<file path="config.mk">
export PLATFORM = sky130hd
export DESIGN_NAME = lfu_cache_lookup_replace_unit
export DESIGN_NICKNAME = d
export VERILOG_FILES = /design/src/rtl/lfucl_pkg.sv /design/src/rtl/lfucl_ram.sv /design/src/rtl/lfucl_entry_cmp.sv /design/src/rtl/lfu_cache_lookup_replace_unit.sv
export SDC_FILE = /design/constraint.sdc
export NUM_CORES = 2
export LEC_CHECK = 0
export BUFFER_PORTS_ARGS = -buffer_cell sky130_fd_sc_hd__clkbuf_2
export CORE_ASPECT_RATIO = 0.7
export CORE_MARGIN = 2
export CORE_UTILIZATION = 50
export CTS_BUF_LIST = sky130_fd_sc_hd__clkbuf_4 sky130_fd_sc_hd__clkbuf_8
export DETAILED_ROUTE_END_ITERATION = 10
export GPL_TIMING_DRIVEN = 0
export PLACE_DENSITY = 0.76
export SLEW_MARGIN = 20
export SYNTH_ARGS = -nofsm -noshare
export SYNTH_HDL_FRONTEND = slang
export SYNTH_SLANG_ARGS = --single-unit
</file>
<file path="constraint.sdc">
create_clock -name clock -period 8.1 [get_ports clock]
set_input_delay 0.405 -clock clock [delete_from_list [all_inputs] [get_ports clock]]
set_output_delay 0.405 -clock clock [all_outputs]
set_load 0.03 [all_outputs]
</file>
<file path="src/rtl/lfucl_pkg.sv">
package lfucl_pkg;

   localparam int ENTRIES_DEFAULT    = 16;
   localparam int COUNT_BITS_DEFAULT = 16;
   localparam int KEY_BITS           = 32;
   localparam int VALUE_BITS         = 32;
   localparam int CAP_BITS           = 5;

   localparam logic [CAP_BITS-1:0]   CAP_RESET  = 5'd16;
   localparam logic                  FUNC_GET   = 1'b0;
   localparam logic                  FUNC_PUT   = 1'b1;
   localparam logic [VALUE_BITS-1:0] MISS_VALUE = 32'hFFFF_FFFF;

   typedef struct packed {
      logic valid;
      logic is_slot;
      logic have;
      logic age_all;
   } cmp_ctrl_type;

   typedef struct packed {
      logic key_match;
      logic victim_better;
      logic rank_age;
   } cmp_result_type;

endpackage

</file>
<file path="src/rtl/lfucl_ram.sv">
module lfucl_ram #(
   parameter int WIDTH = 8,
   parameter int DEPTH = 16
) (
   input  logic                                         clock,
   input  logic                                         wr_en,
   input  logic [$clog2((DEPTH > 1) ? DEPTH : 2)-1:0]   wr_addr,
   input  logic [WIDTH-1:0]                             wr_data,
   input  logic [$clog2((DEPTH > 1) ? DEPTH : 2)-1:0]   rd_addr,
   output logic [WIDTH-1:0]                             rd_data
);

   logic [WIDTH-1:0] mem_ff [DEPTH];
   logic [WIDTH-1:0] rd_data_ff;

   always_ff @(posedge clock) begin
      if (wr_en) begin
         mem_ff[wr_addr] <= wr_data;
      end
      rd_data_ff <= mem_ff[rd_addr];
   end

   assign rd_data = rd_data_ff;

endmodule

</file>
<file path="src/rtl/lfucl_entry_cmp.sv">
module lfucl_entry_cmp #(
   parameter int COUNT_BITS = lfucl_pkg::COUNT_BITS_DEFAULT,
   parameter int RANK_BITS  = 4
) (
   input  lfucl_pkg::cmp_ctrl_type          ctrl,
   input  logic [lfucl_pkg::KEY_BITS-1:0]   entry_key,
   input  logic [lfucl_pkg::KEY_BITS-1:0]   lookup_key,
   input  logic [COUNT_BITS-1:0]            entry_count,
   input  logic [RANK_BITS-1:0]             entry_rank,
   input  logic [COUNT_BITS-1:0]            best_count,
   input  logic [RANK_BITS-1:0]             best_rank,
   input  logic [RANK_BITS-1:0]             old_rank,
   output lfucl_pkg::cmp_result_type        result
);

   logic count_less;
   logic count_equal;
   logic rank_older;
   logic rank_newer;

   assign count_less  = entry_count < best_count;
   assign count_equal = entry_count == best_count;
   assign rank_older  = entry_rank > best_rank;
   assign rank_newer  = entry_rank < old_rank;

   always_comb begin
      result.key_match     = ctrl.valid && (entry_key == lookup_key);
      result.victim_better = ctrl.valid &&
                             (!ctrl.have || count_less || (count_equal && rank_older));
      result.rank_age      = ctrl.valid && !ctrl.is_slot && (ctrl.age_all || rank_newer);
   end

endmodule

</file>
<file path="src/rtl/lfu_cache_lookup_replace_unit.sv">
// LFU key-value cache with LRU tie-break, ENTRIES entries. A get on a hit returns the stored
// value and bumps the entry's use count (saturating at COUNT_BITS ones); a miss returns -1.
// A put updates a present key, or inserts a new one with count one, evicting the valid entry
// of lowest count (oldest among equal counts) when fill reaches csr capacity (values above
// ENTRIES act as ENTRIES, zero makes puts no-ops). One word is worked on at a time: it holds
// the block through one pass through the key/value/count RAM read port that matches the key
// and picks the victim and, when an entry changes, a second pass through the rank RAM that
// ages recency ranks, both one entry per cycle through a single shared compare unit. The result
// sits in an output register, so the next word is taken while it waits. Valid bits clear at
// reset; no clearing pass is needed.
module lfu_cache_lookup_replace_unit #(
   parameter int ENTRIES    = lfucl_pkg::ENTRIES_DEFAULT,
   parameter int COUNT_BITS = lfucl_pkg::COUNT_BITS_DEFAULT
) (
   input  logic                                  clock,
   input  logic                                  reset,
   input  logic                                  csr_wr_en,
   input  logic [lfucl_pkg::CAP_BITS-1:0]        csr_wr_data,
   input  logic                                  req_valid,
   output logic                                  req_ready,
   input  logic                                  req_func,
   input  logic signed [lfucl_pkg::KEY_BITS-1:0] req_lookup_key,
   input  logic signed [lfucl_pkg::VALUE_BITS-1:0] req_put_value,
   output logic                                  rsp_valid,
   input  logic                                  rsp_ready,
   output logic                                  rsp_hit,
   output logic signed [lfucl_pkg::VALUE_BITS-1:0] rsp_read_value,
   output logic                                  rsp_evicted
);

   localparam int IDX_BITS  = (ENTRIES > 1) ? $clog2(ENTRIES) : 1;
   localparam int RANK_BITS = IDX_BITS;
   localparam int FILL_BITS = $clog2(ENTRIES + 1);
   localparam int CMP_BITS  = (FILL_BITS > lfucl_pkg::CAP_BITS) ? FILL_BITS
                                                                : lfucl_pkg::CAP_BITS;
   localparam int KB        = lfucl_pkg::KEY_BITS;
   localparam int VB        = lfucl_pkg::VALUE_BITS;

   localparam logic [IDX_BITS-1:0]   LAST_IDX  = IDX_BITS'(ENTRIES - 1);
   localparam logic [FILL_BITS-1:0]  FILL_MAX  = FILL_BITS'(ENTRIES);
   localparam logic [COUNT_BITS-1:0] COUNT_MAX = {COUNT_BITS{1'b1}};
   localparam logic [COUNT_BITS-1:0] COUNT_ONE = COUNT_BITS'(1);

   localparam logic [2:0] ST_IDLE   = 3'd0;
   localparam logic [2:0] ST_SCAN   = 3'd1;
   localparam logic [2:0] ST_DECIDE = 3'd2;
   localparam logic [2:0] ST_RANK   = 3'd3;
   localparam logic [2:0] ST_DONE   = 3'd4;

   logic [2:0]                     state_ff, state_in;
   logic [lfucl_pkg::CAP_BITS-1:0] cap_ff, cap_in;
   logic                           func_ff, func_in;
   logic [KB-1:0]                  key_ff, key_in;
   logic [VB-1:0]                  value_ff, value_in;
   logic [FILL_BITS-1:0]           ctr_ff, ctr_in;
   logic                           rd_pend_ff, rd_pend_in;
   logic [IDX_BITS-1:0]            rd_idx_ff, rd_idx_in;
   logic [ENTRIES-1:0]             valid_ff, valid_in;
   logic [FILL_BITS-1:0]           fill_ff, fill_in;

   logic                           found_ff, found_in;
   logic [IDX_BITS-1:0]            slot_ff, slot_in;
   logic [RANK_BITS-1:0]           old_rank_ff, old_rank_in;
   logic [COUNT_BITS-1:0]          hit_count_ff, hit_count_in;
   logic [VB-1:0]                  hit_value_ff, hit_value_in;
   logic                           have_ff, have_in;
   logic [IDX_BITS-1:0]            best_slot_ff, best_slot_in;
   logic [COUNT_BITS-1:0]          best_count_ff, best_count_in;
   logic [RANK_BITS-1:0]           best_rank_ff, best_rank_in;
   logic                           free_found_ff, free_found_in;
   logic [IDX_BITS-1:0]            free_slot_ff, free_slot_in;

   logic [IDX_BITS-1:0]            upd_slot_ff, upd_slot_in;
   logic [RANK_BITS-1:0]           upd_old_ff, upd_old_in;
   logic                           age_all_ff, age_all_in;
   logic                           res_hit_ff, res_hit_in;
   logic [VB-1:0]                  res_value_ff, res_value_in;
   logic                           res_evict_ff, res_evict_in;

   logic                           rsp_valid_ff, rsp_valid_in;
   logic                           rsp_hit_ff, rsp_hit_in;
   logic [VB-1:0]                  rsp_value_ff, rsp_value_in;
   logic                           rsp_evicted_ff, rsp_evicted_in;

   logic [KB-1:0]                  ram_key;
   logic [VB-1:0]                  ram_value;
   logic [COUNT_BITS-1:0]          ram_count;
   logic [RANK_BITS-1:0]           ram_rank;
   logic [IDX_BITS-1:0]            rd_addr;

   logic                           dec_key_we, dec_value_we, dec_count_we;
   logic [COUNT_BITS-1:0]          dec_count;
   logic [IDX_BITS-1:0]            dec_slot;
   logic                           dec_rank, dec_insert;
   logic                           rank_we;
   logic [RANK_BITS-1:0]           rank_wdata;

   logic [CMP_BITS-1:0]            cap_eff;
   logic                           cap_zero, cache_full, insert_free, insert_evict;
   logic                           pass_last;

   lfucl_pkg::cmp_ctrl_type        cmp_ctrl;
   lfucl_pkg::cmp_result_type      cmp_res;

   assign rd_addr   = ctr_ff[IDX_BITS-1:0];
   assign pass_last = rd_pend_ff && (rd_idx_ff == LAST_IDX);

   assign cap_eff    = (CMP_BITS'(cap_ff) > CMP_BITS'(ENTRIES)) ? CMP_BITS'(ENTRIES)
                                                                  : CMP_BITS'(cap_ff);
   assign cap_zero   = cap_ff == '0;
   assign cache_full = CMP_BITS'(fill_ff) >= cap_eff;
   assign insert_free  = (func_ff == lfucl_pkg::FUNC_PUT) && !found_ff && !cap_zero &&
                         !cache_full;
   assign insert_evict = (func_ff == lfucl_pkg::FUNC_PUT) && !found_ff && !cap_zero &&
                         cache_full && have_ff;

   lfucl_ram #(.WIDTH(KB), .DEPTH(ENTRIES)) u_key_ram (
      .clock   (clock),
      .wr_en   (dec_key_we),
      .wr_addr (dec_slot),
      .wr_data (key_ff),
      .rd_addr (rd_addr),
      .rd_data (ram_key)
   );

   lfucl_ram #(.WIDTH(VB), .DEPTH(ENTRIES)) u_value_ram (
      .clock   (clock),
      .wr_en   (dec_value_we),
      .wr_addr (dec_slot),
      .wr_data (value_ff),
      .rd_addr (rd_addr),
      .rd_data (ram_value)
   );

   lfucl_ram #(.WIDTH(COUNT_BITS), .DEPTH(ENTRIES)) u_count_ram (
      .clock   (clock),
      .wr_en   (dec_count_we),
      .wr_addr (dec_slot),
      .wr_data (dec_count),
      .rd_addr (rd_addr),
      .rd_data (ram_count)
   );

   lfucl_ram #(.WIDTH(RANK_BITS), .DEPTH(ENTRIES)) u_rank_ram (
      .clock   (clock),
      .wr_en   (rank_we),
      .wr_addr (rd_idx_ff),
      .wr_data (rank_wdata),
      .rd_addr (rd_addr),
      .rd_data (ram_rank)
   );

   always_comb begin
      cmp_ctrl.valid   = valid_ff[rd_idx_ff];
      cmp_ctrl.is_slot = rd_idx_ff == upd_slot_ff;
      cmp_ctrl.have    = have_ff;
      cmp_ctrl.age_all = age_all_ff;
   end

   lfucl_entry_cmp #(.COUNT_BITS(COUNT_BITS), .RANK_BITS(RANK_BITS)) u_cmp (
      .ctrl        (cmp_ctrl),
      .entry_key   (ram_key),
      .lookup_key  (key_ff),
      .entry_count (ram_count),
      .entry_rank  (ram_rank),
      .best_count  (best_count_ff),
      .best_rank   (best_rank_ff),
      .old_rank    (upd_old_ff),
      .result      (cmp_res)
   );

   always_comb begin
      dec_key_we   = 1'b0;
      dec_value_we = 1'b0;
      dec_count_we = 1'b0;
      dec_count    = (hit_count_ff == COUNT_MAX) ? hit_count_ff : hit_count_ff + COUNT_ONE;
      dec_slot     = slot_ff;
      dec_rank     = 1'b0;
      dec_insert   = 1'b0;
      upd_old_in   = old_rank_ff;
      age_all_in   = 1'b0;
      res_hit_in   = found_ff;
      res_value_in = '0;
      res_evict_in = 1'b0;
      if (func_ff == lfucl_pkg::FUNC_GET) begin
         if (found_ff) begin
            res_value_in = hit_value_ff;
            dec_count_we = 1'b1;
            dec_rank     = 1'b1;
         end else begin
            res_value_in = lfucl_pkg::MISS_VALUE;
         end
      end else if (found_ff) begin
         if (!cap_zero) begin
            dec_value_we = 1'b1;
            dec_count_we = 1'b1;
            dec_rank     = 1'b1;
         end
      end else if (insert_evict) begin
         dec_slot     = best_slot_ff;
         upd_old_in   = best_rank_ff;
         res_evict_in = 1'b1;
         dec_key_we   = 1'b1;
         dec_value_we = 1'b1;
         dec_count_we = 1'b1;
         dec_count    = COUNT_ONE;
         dec_rank     = 1'b1;
      end else if (insert_free) begin
         dec_slot     = free_slot_ff;
         age_all_in   = 1'b1;
         dec_insert   = 1'b1;
         dec_key_we   = 1'b1;
         dec_value_we = 1'b1;
         dec_count_we = 1'b1;
         dec_count    = COUNT_ONE;
         dec_rank     = 1'b1;
      end
      if (state_ff != ST_DECIDE) begin
         dec_key_we   = 1'b0;
         dec_value_we = 1'b0;
         dec_count_we = 1'b0;
      end
   end

   assign rank_we    = (state_ff == ST_RANK) && rd_pend_ff &&
                       (cmp_ctrl.is_slot || cmp_res.rank_age);
   assign rank_wdata = cmp_ctrl.is_slot ? '0 : ram_rank + RANK_BITS'(1);

   always_comb begin
      state_in      = state_ff;
      cap_in        = csr_wr_en ? csr_wr_data : cap_ff;
      func_in       = func_ff;
      key_in        = key_ff;
      value_in      = value_ff;
      ctr_in        = ctr_ff;
      rd_pend_in    = 1'b0;
      rd_idx_in     = rd_addr;
      valid_in      = valid_ff;
      fill_in       = fill_ff;
      found_in      = found_ff;
      slot_in       = slot_ff;
      old_rank_in   = old_rank_ff;
      hit_count_in  = hit_count_ff;
      hit_value_in  = hit_value_ff;
      have_in       = have_ff;
      best_slot_in  = best_slot_ff;
      best_count_in = best_count_ff;
      best_rank_in  = best_rank_ff;
      free_found_in = free_found_ff;
      free_slot_in  = free_slot_ff;
      upd_slot_in   = upd_slot_ff;
      rsp_valid_in  = rsp_valid_ff && !rsp_ready;
      rsp_hit_in    = rsp_hit_ff;
      rsp_value_in  = rsp_value_ff;
      rsp_evicted_in = rsp_evicted_ff;

      unique case (state_ff)
         ST_IDLE: begin
            if (req_valid) begin
               func_in       = req_func;
               key_in        = req_lookup_key;
               value_in      = req_put_value;
               ctr_in        = '0;
               found_in      = 1'b0;
               have_in       = 1'b0;
               free_found_in = 1'b0;
               state_in      = ST_SCAN;
            end
         end
         ST_SCAN: begin
            if (ctr_ff < FILL_MAX) begin
               rd_pend_in = 1'b1;
               ctr_in     = ctr_ff + FILL_BITS'(1);
            end
            if (rd_pend_ff) begin
               if (cmp_res.key_match && !found_ff) begin
                  found_in     = 1'b1;
                  slot_in      = rd_idx_ff;
                  old_rank_in  = ram_rank;
                  hit_count_in = ram_count;
                  hit_value_in = ram_value;
               end
               if (cmp_res.victim_better) begin
                  have_in       = 1'b1;
                  best_slot_in  = rd_idx_ff;
                  best_count_in = ram_count;
                  best_rank_in  = ram_rank;
               end
               if (!cmp_ctrl.valid && !free_found_ff) begin
                  free_found_in = 1'b1;
                  free_slot_in  = rd_idx_ff;
               end
            end
            if (pass_last) begin
               state_in = ST_DECIDE;
            end
         end
         ST_DECIDE: begin
            upd_slot_in = dec_slot;
            ctr_in      = '0;
            if (dec_insert) begin
               valid_in[dec_slot] = 1'b1;
               fill_in            = fill_ff + FILL_BITS'(1);
            end
            state_in = dec_rank ? ST_RANK : ST_DONE;
         end
         ST_RANK: begin
            if (ctr_ff < FILL_MAX) begin
               rd_pend_in = 1'b1;
               ctr_in     = ctr_ff + FILL_BITS'(1);
            end
            if (pass_last) begin
               state_in = ST_DONE;
            end
         end
         ST_DONE: begin
            if (!rsp_valid_ff || rsp_ready) begin
               rsp_valid_in   = 1'b1;
               rsp_hit_in     = res_hit_ff;
               rsp_value_in   = res_value_ff;
               rsp_evicted_in = res_evict_ff;
               state_in       = ST_IDLE;
            end
         end
         default: begin
            state_in = ST_IDLE;
         end
      endcase
   end

   always_ff @(posedge clock) begin
      if (reset) begin
         state_ff     <= ST_IDLE;
         cap_ff       <= lfucl_pkg::CAP_RESET;
         ctr_ff       <= '0;
         rd_pend_ff   <= 1'b0;
         valid_ff     <= '0;
         fill_ff      <= '0;
         rsp_valid_ff <= 1'b0;
      end else begin
         state_ff     <= state_in;
         cap_ff       <= cap_in;
         ctr_ff       <= ctr_in;
         rd_pend_ff   <= rd_pend_in;
         valid_ff     <= valid_in;
         fill_ff      <= fill_in;
         rsp_valid_ff <= rsp_valid_in;
      end
   end

   always_ff @(posedge clock) begin
      func_ff        <= func_in;
      key_ff         <= key_in;
      value_ff       <= value_in;
      rd_idx_ff      <= rd_idx_in;
      found_ff       <= found_in;
      slot_ff        <= slot_in;
      old_rank_ff    <= old_rank_in;
      hit_count_ff   <= hit_count_in;
      hit_value_ff   <= hit_value_in;
      have_ff        <= have_in;
      best_slot_ff   <= best_slot_in;
      best_count_ff  <= best_count_in;
      best_rank_ff   <= best_rank_in;
      free_found_ff  <= free_found_in;
      free_slot_ff   <= free_slot_in;
      upd_slot_ff    <= upd_slot_in;
      rsp_hit_ff     <= rsp_hit_in;
      rsp_value_ff   <= rsp_value_in;
      rsp_evicted_ff <= rsp_evicted_in;
      if (state_ff == ST_DECIDE) begin
         upd_old_ff   <= upd_old_in;
         age_all_ff   <= age_all_in;
         res_hit_ff   <= res_hit_in;
         res_value_ff <= res_value_in;
         res_evict_ff <= res_evict_in;
      end
   end

   assign req_ready      = state_ff == ST_IDLE;
   assign rsp_valid      = rsp_valid_ff;
   assign rsp_hit        = rsp_hit_ff;
   assign rsp_read_value = rsp_value_ff;
   assign rsp_evicted    = rsp_evicted_ff;

`ifndef SYNTHESIS
   a_fill_matches_valid: assert property (@(posedge clock) disable iff (reset)
      $countones(valid_ff) == int'(fill_ff))
      else $error("fill count differs from number of valid entries");

   a_fill_bound: assert property (@(posedge clock) disable iff (reset)
      fill_ff <= FILL_MAX)
      else $error("fill count above entry count");

   a_free_slot_found: assert property (@(posedge clock) disable iff (reset)
      (state_ff == ST_DECIDE) && insert_free |-> free_found_ff)
      else $error("insert without a free slot");

   a_victim_found: assert property (@(posedge clock) disable iff (reset)
      (state_ff == ST_DECIDE) && (func_ff == lfucl_pkg::FUNC_PUT) && !found_ff &&
      !cap_zero && cache_full |-> have_ff)
      else $error("full cache without an eviction candidate");
`endif

endmodule

</file>
# ---- Yosys cells after proc, flatten, opt, wreduce, memory -nomap -nowiden
# Memories as Yosys holds them, arrays and structs flattened. A register that Yosys moved wholly into a read port is not among the register bits.
# Cells that the tools add are included.
# Widths: inputs -> output; s select.
dict set report word_totals {
  register_bits 269
  mem_bits_rw 1344
  inputBits 75
  out_inout_bits 36
  wordCells 184
  n_memories 4
}
# memory depth width rd rd_clocked_by_memory_dff write_ports line_no
set memory_table {}
lappend memory_table {u_key_ram.mem_ff 16 32 1 1 1 lfucl_ram.sv:13} ;# logic [WIDTH-1:0] mem_ff [DEPTH];
lappend memory_table {u_value_ram.mem_ff 16 32 1 1 1 lfucl_ram.sv:13}
lappend memory_table {u_count_ram.mem_ff 16 16 1 1 1 lfucl_ram.sv:13}
lappend memory_table {u_rank_ram.mem_ff 16 4 1 1 1 lfucl_ram.sv:13}
dict set report classes {
  addsub 4
  n_lt_le_gt_ge 9
  eq_ne 19
  mux 65
  bitwise 3
  n_reduce_logical 49
}
# operator count
set op_table {}
lappend op_table {{$mux 16} 5}
lappend op_table {{$mux 1} 36}
lappend op_table {{$eq 32x32->1} 1}
lappend op_table {{$mux 32} 1}
lappend op_table {{$mux 4} 8}
lappend op_table {{$logic_and 1x1->1} 17}
lappend op_table {{$add 16x1->16 const B} 1}
lappend op_table {{$eq 16x16->1} 1}
lappend op_table {{$eq 16x16->1 const B} 1}
lappend op_table {{$lt 16x16->1} 1}
lappend op_table {{$ne 2x2->1 const B} 8}
lappend op_table {{$or 16x16->16} 1}
lappend op_table {{$reduce_and 4->1} 4}
lappend op_table {{$mux 3} 5}
lappend op_table {{$mux 5} 3}
lappend op_table {{$pmux 3 s5} 1}
lappend op_table {{$pmux 5 s3} 1}
lappend op_table {{$reduce_and 3->1} 4}
lappend op_table {{$add 5x1->5 const B} 2}
lappend op_table {{$lt 4x5->1 const B} 2}
lappend op_table {{$logic_not 1->1} 9}
lappend op_table {{$eq 3x2->1 const B} 2}
lappend op_table {{$pmux 1 s2} 3}
lappend op_table {{$reduce_and 2->1} 3}
lappend op_table {{other kinds (22)} 29}

# ---- Depth between registers and ports, before layout
dict set report depth {
  word_depth 14
  depth_mapped 12
  depth_no_buf 10
}

# ---- By module
# A second synthesis with hierarchy kept.
dict set report unflattened {
  cells_unflattened 2971
  area_unflattened_um2 63111.8
}
# module instances cells_each area_per_inst_um2 seq_area_each_um2
set modules_own_cells {}
lappend modules_own_cells {{lfucl_ram at u_key_ram ...} 2 838 19835.3 16015.4}
lappend modules_own_cells {{lfucl_ram at u_count_ram} 1 432 10043.4 8007.7}
lappend modules_own_cells {lfu_cache_lookup_replace_unit 1 604 9778.1 7677.4}
lappend modules_own_cells {{lfucl_ram at u_rank_ram} 1 130 2666.3 2001.9}
lappend modules_own_cells {lfucl_entry_cmp 1 129 953.4 0.0}

# ---- Worst setup path after synthesis
# Ideal clock, no wire load.
dict set report synth_path {
  path_kind {flip-flop to flip-flop}
  from {register state_ff[2]}
  to {memory u_value_ram.mem_ff[15][0] (netlist name), enable pin}
  setup_ns 0.502
  arrival_time_ns 8.041
  required_ns 7.598
  setup_slack_ns -0.442
  path_stages_with_launch 6
  path_buffers 2
  period_less_slack_ns 8.542
  path_cell_list {dfxtp_1 clkbuf_1 nor3_1 o21ai_1 buf_2 nor4_1}
}
dict set report synth_between {
  elab_chain_cells 4
}
# item line_no
set synth_lines {}
lappend synth_lines {{from (decl)} lfu_cache_lookup_replace_unit.sv:50} ;# logic [2:0] state_ff, state_in;
lappend synth_lines {{from (signal assigned)} lfu_cache_lookup_replace_unit.sv:341} ;# state_ff <= state_in;
lappend synth_lines {{$ne 3x2->1} lfu_cache_lookup_replace_unit.sv:218} ;# if (state_ff != ST_DECIDE) begin
lappend synth_lines {{$mux 1} lfu_cache_lookup_replace_unit.sv:218}
lappend synth_lines {{$mux 1} lfucl_ram.sv:17} ;# if (wr_en) begin
lappend synth_lines {{$mux 1 (implied by the code)} lfucl_ram.sv:18} ;# mem_ff[wr_addr] <= wr_data;
lappend synth_lines {{to (decl)} lfucl_ram.sv:13}
# Every way passes these cells.

# ---- Worst setup path in the final report
dict set report layout_path {
  from {register cap_ff[4] (netlist name)}
  to {memory u_key_ram.mem_ff[3][23] (netlist name), enable pin}
}
dict set report layout_between {
  elab_chain_cells 12
  elab_cells_between_ends 21
  cone_classes {order compare: 2; mux: 12; reduce/logical: 7}
}
# item line_no
set layout_lines {}
lappend layout_lines {{from (decl)} lfu_cache_lookup_replace_unit.sv:51} ;# logic [lfucl_pkg::CAP_BITS-1:0] cap_ff, cap_in;
lappend layout_lines {{from (signal assigned)} lfu_cache_lookup_replace_unit.sv:334} ;# cap_ff <= lfucl_pkg::CAP_RESET;
lappend layout_lines {{from (signal assigned)} lfu_cache_lookup_replace_unit.sv:342} ;# cap_ff <= cap_in;
lappend layout_lines {{$gt 5x5->1} lfu_cache_lookup_replace_unit.sv:108} ;# assign cap_eff = (CMP_BITS'(cap_ff) > CMP_BITS'(ENTRIES)) ? CMP_BITS'(ENTRIES)
lappend layout_lines {{$mux 5} lfu_cache_lookup_replace_unit.sv:108}
lappend layout_lines {{$ge 5x5->1} lfu_cache_lookup_replace_unit.sv:111} ;# assign cache_full = CMP_BITS'(fill_ff) >= cap_eff;
lappend layout_lines {{$logic_not 1->1} lfu_cache_lookup_replace_unit.sv:113} ;# !cache_full;
lappend layout_lines {{$logic_and 1x1->1} lfu_cache_lookup_replace_unit.sv:112} ;# assign insert_free = (func_ff == lfucl_pkg::FUNC_PUT) && !found_ff && !cap_zero &&
lappend layout_lines {{$mux 1} lfu_cache_lookup_replace_unit.sv:208} ;# end else if (insert_free) begin
lappend layout_lines {{$mux 1} lfu_cache_lookup_replace_unit.sv:199} ;# end else if (insert_evict) begin
lappend layout_lines {{$mux 1} lfu_cache_lookup_replace_unit.sv:193} ;# end else if (found_ff) begin
lappend layout_lines {{$mux 1} lfu_cache_lookup_replace_unit.sv:185} ;# if (func_ff == lfucl_pkg::FUNC_GET) begin
lappend layout_lines {{$mux 1} lfu_cache_lookup_replace_unit.sv:218}
lappend layout_lines {{$mux 1} lfucl_ram.sv:17}
lappend layout_lines {{$mux 1 (implied by the code)} lfucl_ram.sv:18}
lappend layout_lines {{to (decl)} lfucl_ram.sv:13}
# Several ways; a longest one is shown, not always the timed one.

==> summary.md <==
| Metric | Value |
|---|---|
| WP data required | `8740 ps` |
| GR Overflow Total | `0` |
| Critical Path End Type | `register` |
| DR WL/cell | `27.34 um` |
| Met2 wire length | `67.95 mm` |
| Drt pass-1 iters | `5` |
| Pwr/cell area | `230.4 mW/mm^2` |
| Number of I/O port buffers | `108` |
| ANT nets after route | `0` |
| Post_cts resized | `0` |
| Share of cells above drive strength 1 | `0.3706` |
| Post-DP HPWL | `99.89 mm` |
| P_leak | `24.24 nW` |
| Area share of the largest cell type after synthesis | `0.7479` |
| Maximum vdd drop | `0.1674 mV` |
| Worst-Skew Late Latency | `940 ps` |
| Critical path, cell by cell | `inv_1 -> nand2_1 -> ha_1 -> a21o_1 -> a31oi_1 -> o31ai_1 -> nor2_1 -> clkbuf_1 -> nand3_1 -> nor4_2 -> buf_2 -> buf_2 -> buf_2 -> buf_2 -> buf_2` |
| Core Util, Final | `0.5888` |
| Max-slew violation count | `0` |
| Combinational Power Share | `0.030` |
| Fmax | `0.1992 GHz` |
| Routed length on met1 | `57.04 mm` |
| Int Pwr | `0.01350 W` |
| Max layer used | `met5` |
| First-pass GRT wire length | `213.2 mm` |
| DP Area | `0.06819 mm^2` |
| DRC violations left | `0` |
| Core area | `0.1257 mm^2` |
| Die area | `0.1292 mm^2` |
| CTS tree | `built` |
| WS Path Type | `register to register` |
| I/O pin cnt | `111` |
| Placer Congestion | `0.8527` |
| Fin area | `0.07404 mm^2` |
| Via count | `31,960` |
| Num CTS Buffers | `235` |
| Mapped Area | `0.06316 mm^2` |
| Final setup TNS | `0 ps` |
| Post-Synthesis Cells | `2,783` |
| CTS root buffer | `clkbuf_8` |
| Async set-or-reset flop fraction in the synthesized netlist | `0` |
| Power share of the sequential group | `0.570` |
| Post-synth EDFFs | `1,573` |
| Clk pwr share | `0.400` |
| Layout net count | `3,618` |
| Minimum clock period | `5020 ps` |
| Post-synth cell types | `63` |
| Post-synthesis register bit count | `1,697` |
| Starting Density | `0.5023` |
| Synth Flop Type | `edfxtp_1` |
| Min-Delay Path Class | `primary input to register` |
| Via density | `5.940` |
| Clk sinks | `1,697` |
| Slowest stage delay, CP | `570 ps` |
| Die height | `301.4 um` |
| Vias in the first global route | `31,770` |
| Finish-stage setup viols | `0` |
| Worst EP arrival | `5660 ps` |
| Power Total | `0.01706 W` |
| Worst-path clk slew | `70 ps` |
| Register area share after synthesis | `0.7872` |
| Yosys warnings | `0` |
| Switch Pwr | `0.003560 W` |
| WL met3 | `17.70 mm` |
| Rows | `109` |
| Area contributors post-synth | `edfxtp_1, mux4_2, dfxtp_1` |
| Worst path slowest cell | `clkbuf_1` |
| Final WL | `147.1 mm` |
| Synth area leader | `edfxtp_1` |
| Htree depth | `4` |
| GRT Util Overall | `0.2291` |
| Post-CTS Setup Inserts | `0` |
| Startpoint types | `register` |
| Worst Skew | `35.40 ps` |
| RSZ-0062 raised after global routing | `no` |
| Synth top cells by count | `edfxtp_1, mux4_2, dfxtp_1` |
| Count leader, synth | `edfxtp_1` |
| Largest net degree at the start of global routing | `50` |
| Switching Share | `0.2087` |
| Die W | `428.8 um` |
| # Max-Cap Violations | `0` |
| CP dominant cell by count | `buf_2` |
| Syn_nets | `2,890` |
| Final hold violation count | `0` |
| Max clock buf depth | `3` |
| Outcome | `complete, no violations` |
| Slew @ Worst Pin | `1165 ps` |
| Antenna violations before repair | `3` |
| Syn Area/Cell | `22.69 um^2` |
| Starting DRC count in detailed routing | `4,322` |
| Crit-path max FO | `10` |
| P&R area growth vs syn | `17.22%` |
| Rel. slew slack | `0.2233` |
| Final critical-path share of the clock period | `0.6197` |
[final timing paths]
path / start / end / slack (ps) / depth (start not counted)
max reg2reg: cap_ff[4] / u_key_ram.mem_ff[3][23] / 3080 / 15
min reg2reg: ctr_ff[3] / rd_idx_ff[3] / 360 / 0
min: req_lookup_key[23] / key_ff[23] / 180 / 2
max: cap_ff[4] / u_key_ram.mem_ff[3][23] / 3080 / 15
[critical path, delay by kind of cell, from the launching register on]
kind | cells | cell delay (ps)
AOI/OAI and AO/OA | 3 | 760
adders and majority gates | 1 | 230
DFF | 1 | 440
and+or+nand+nor | 4 | 1250
buffers and inverters | 7 | 2020
[through the flow]
step                      hold WS (ps)  std cells  setup slack, ps
after floorplan                  329.0       2783             1230
after global placement           341.5       4556            -5310
after detailed placement         350.2       4857             3200
after CTS                        94.53       5376             3167
after global routing             134.4       5381             2853
final                            178.3       5381             3080
[cell type report]
| class | instances | area, um^2 |
|---|---|---|
| repair buffers | 491 | 3420 |
| clock buffers | 374 | 4522 |
| inverters | 70 | 267.8 |
| diodes | 3 | 7.507 |
| multi-input cells | 884 | 13000 |
| fillers | 8609 | 51710 |
| well taps | 1665 | 2083 |
| clock inverters | 65 | 454.2 |
| plain buffers | 132 | 568.0 |
| flip-flops and latches | 1697 | 49720 |
[power groups by stage]
stage | Sequential (W) | Combinational, W | Clock, W
3_5_place_dp | 0.00991 | 0.000485 | 0
6_report | 0.00973 | 0.000519 | 0.00682
4_1_cts | 0.00972 | 0.000518 | 0.00690
2_1_floorplan | 0.00987 | 0.000319 | 0
5_1_grt | 0.00973 | 0.000551 | 0.00726
3_3_place_gp | 0.00991 | 0.000460 | 0
[cells by family after synthesis]
kind of cell	synth area share
and+or+nand+nor	0.01896
buffers and inverters	0.01266
xor gates and xnor gates	0.007488
adders and majority gates	0.006339
AOI/OAI and AO/OA	0.01311
muxes	0.1543
DFF	0.7872
[cells in the final DEF (no fill, tap or decap), drive strengths merged, types with 3 or more instances in the layout]
| cell type | n |
|---|---|
| edfxtp | 1573 |
| clkbuf | 575 |
| mux4 | 425 |
| buf | 342 |
| dfxtp | 124 |
| dlygate4sd3 | 80 |
| inv | 77 |
| nor2 | 61 |
| clkinv | 50 |
| a21oi | 46 |
| nor4 | 41 |
| xor2 | 39 |
| nor3 | 36 |
| nand2 | 35 |
| ha | 32 |
| o21ai | 16 |
| xnor2 | 15 |
| nand3 | 13 |
| nand4 | 11 |
| o2bb2ai | 11 |
| mux2i | 11 |
| nand2b | 10 |
| o31ai | 10 |
| nor2b | 9 |
| o211ai | 6 |
| clkinvlp | 5 |
| or2 | 5 |
| a21o | 4 |
| mux2 | 4 |
| o2111ai | 4 |
| diode | 3 |
| a31oi | 3 |
| o31a | 3 |
| nand3b | 3 |
| bufinv | 3 |
| o21a | 3 |
| a211oi | 3 |
[repair_timing]
item,in CTS,in global routing
endpoints found under the setup margin,0,0
endpoints found under the hold margin,79,0
hold buffers,80,0
[metal layers]
layer	up-vias	global-route usage
li1	13130	-
met1	16460	0.3207
met2	2078	0.3461
met3	287	0.06611
met4	2	0.08615
met5	-	0
[sequential cells by signal, summed over array words and instances, names as in the netlist, 5 cells and up]
| register | flops |
|---|---|
| hit_count_ff | 16 |
| u_key_ram.mem_ff | 512 |
| res_value_ff | 32 |
| u_count_ram.mem_ff | 256 |
| rsp_read_value | 32 |
| cap_ff | 5 |
| ctr_ff | 5 |
| u_key_ram.rd_data | 32 |
| valid_ff | 16 |
| u_value_ram.rd_data | 32 |
| best_count_ff | 16 |
| hit_value_ff | 32 |
| key_ff | 32 |
| u_rank_ram.mem_ff | 64 |
| value_ff | 32 |
| u_count_ram.rd_data | 16 |
| fill_ff | 5 |
| u_value_ram.mem_ff | 512 |
Power figures use the tool's default switching activity.
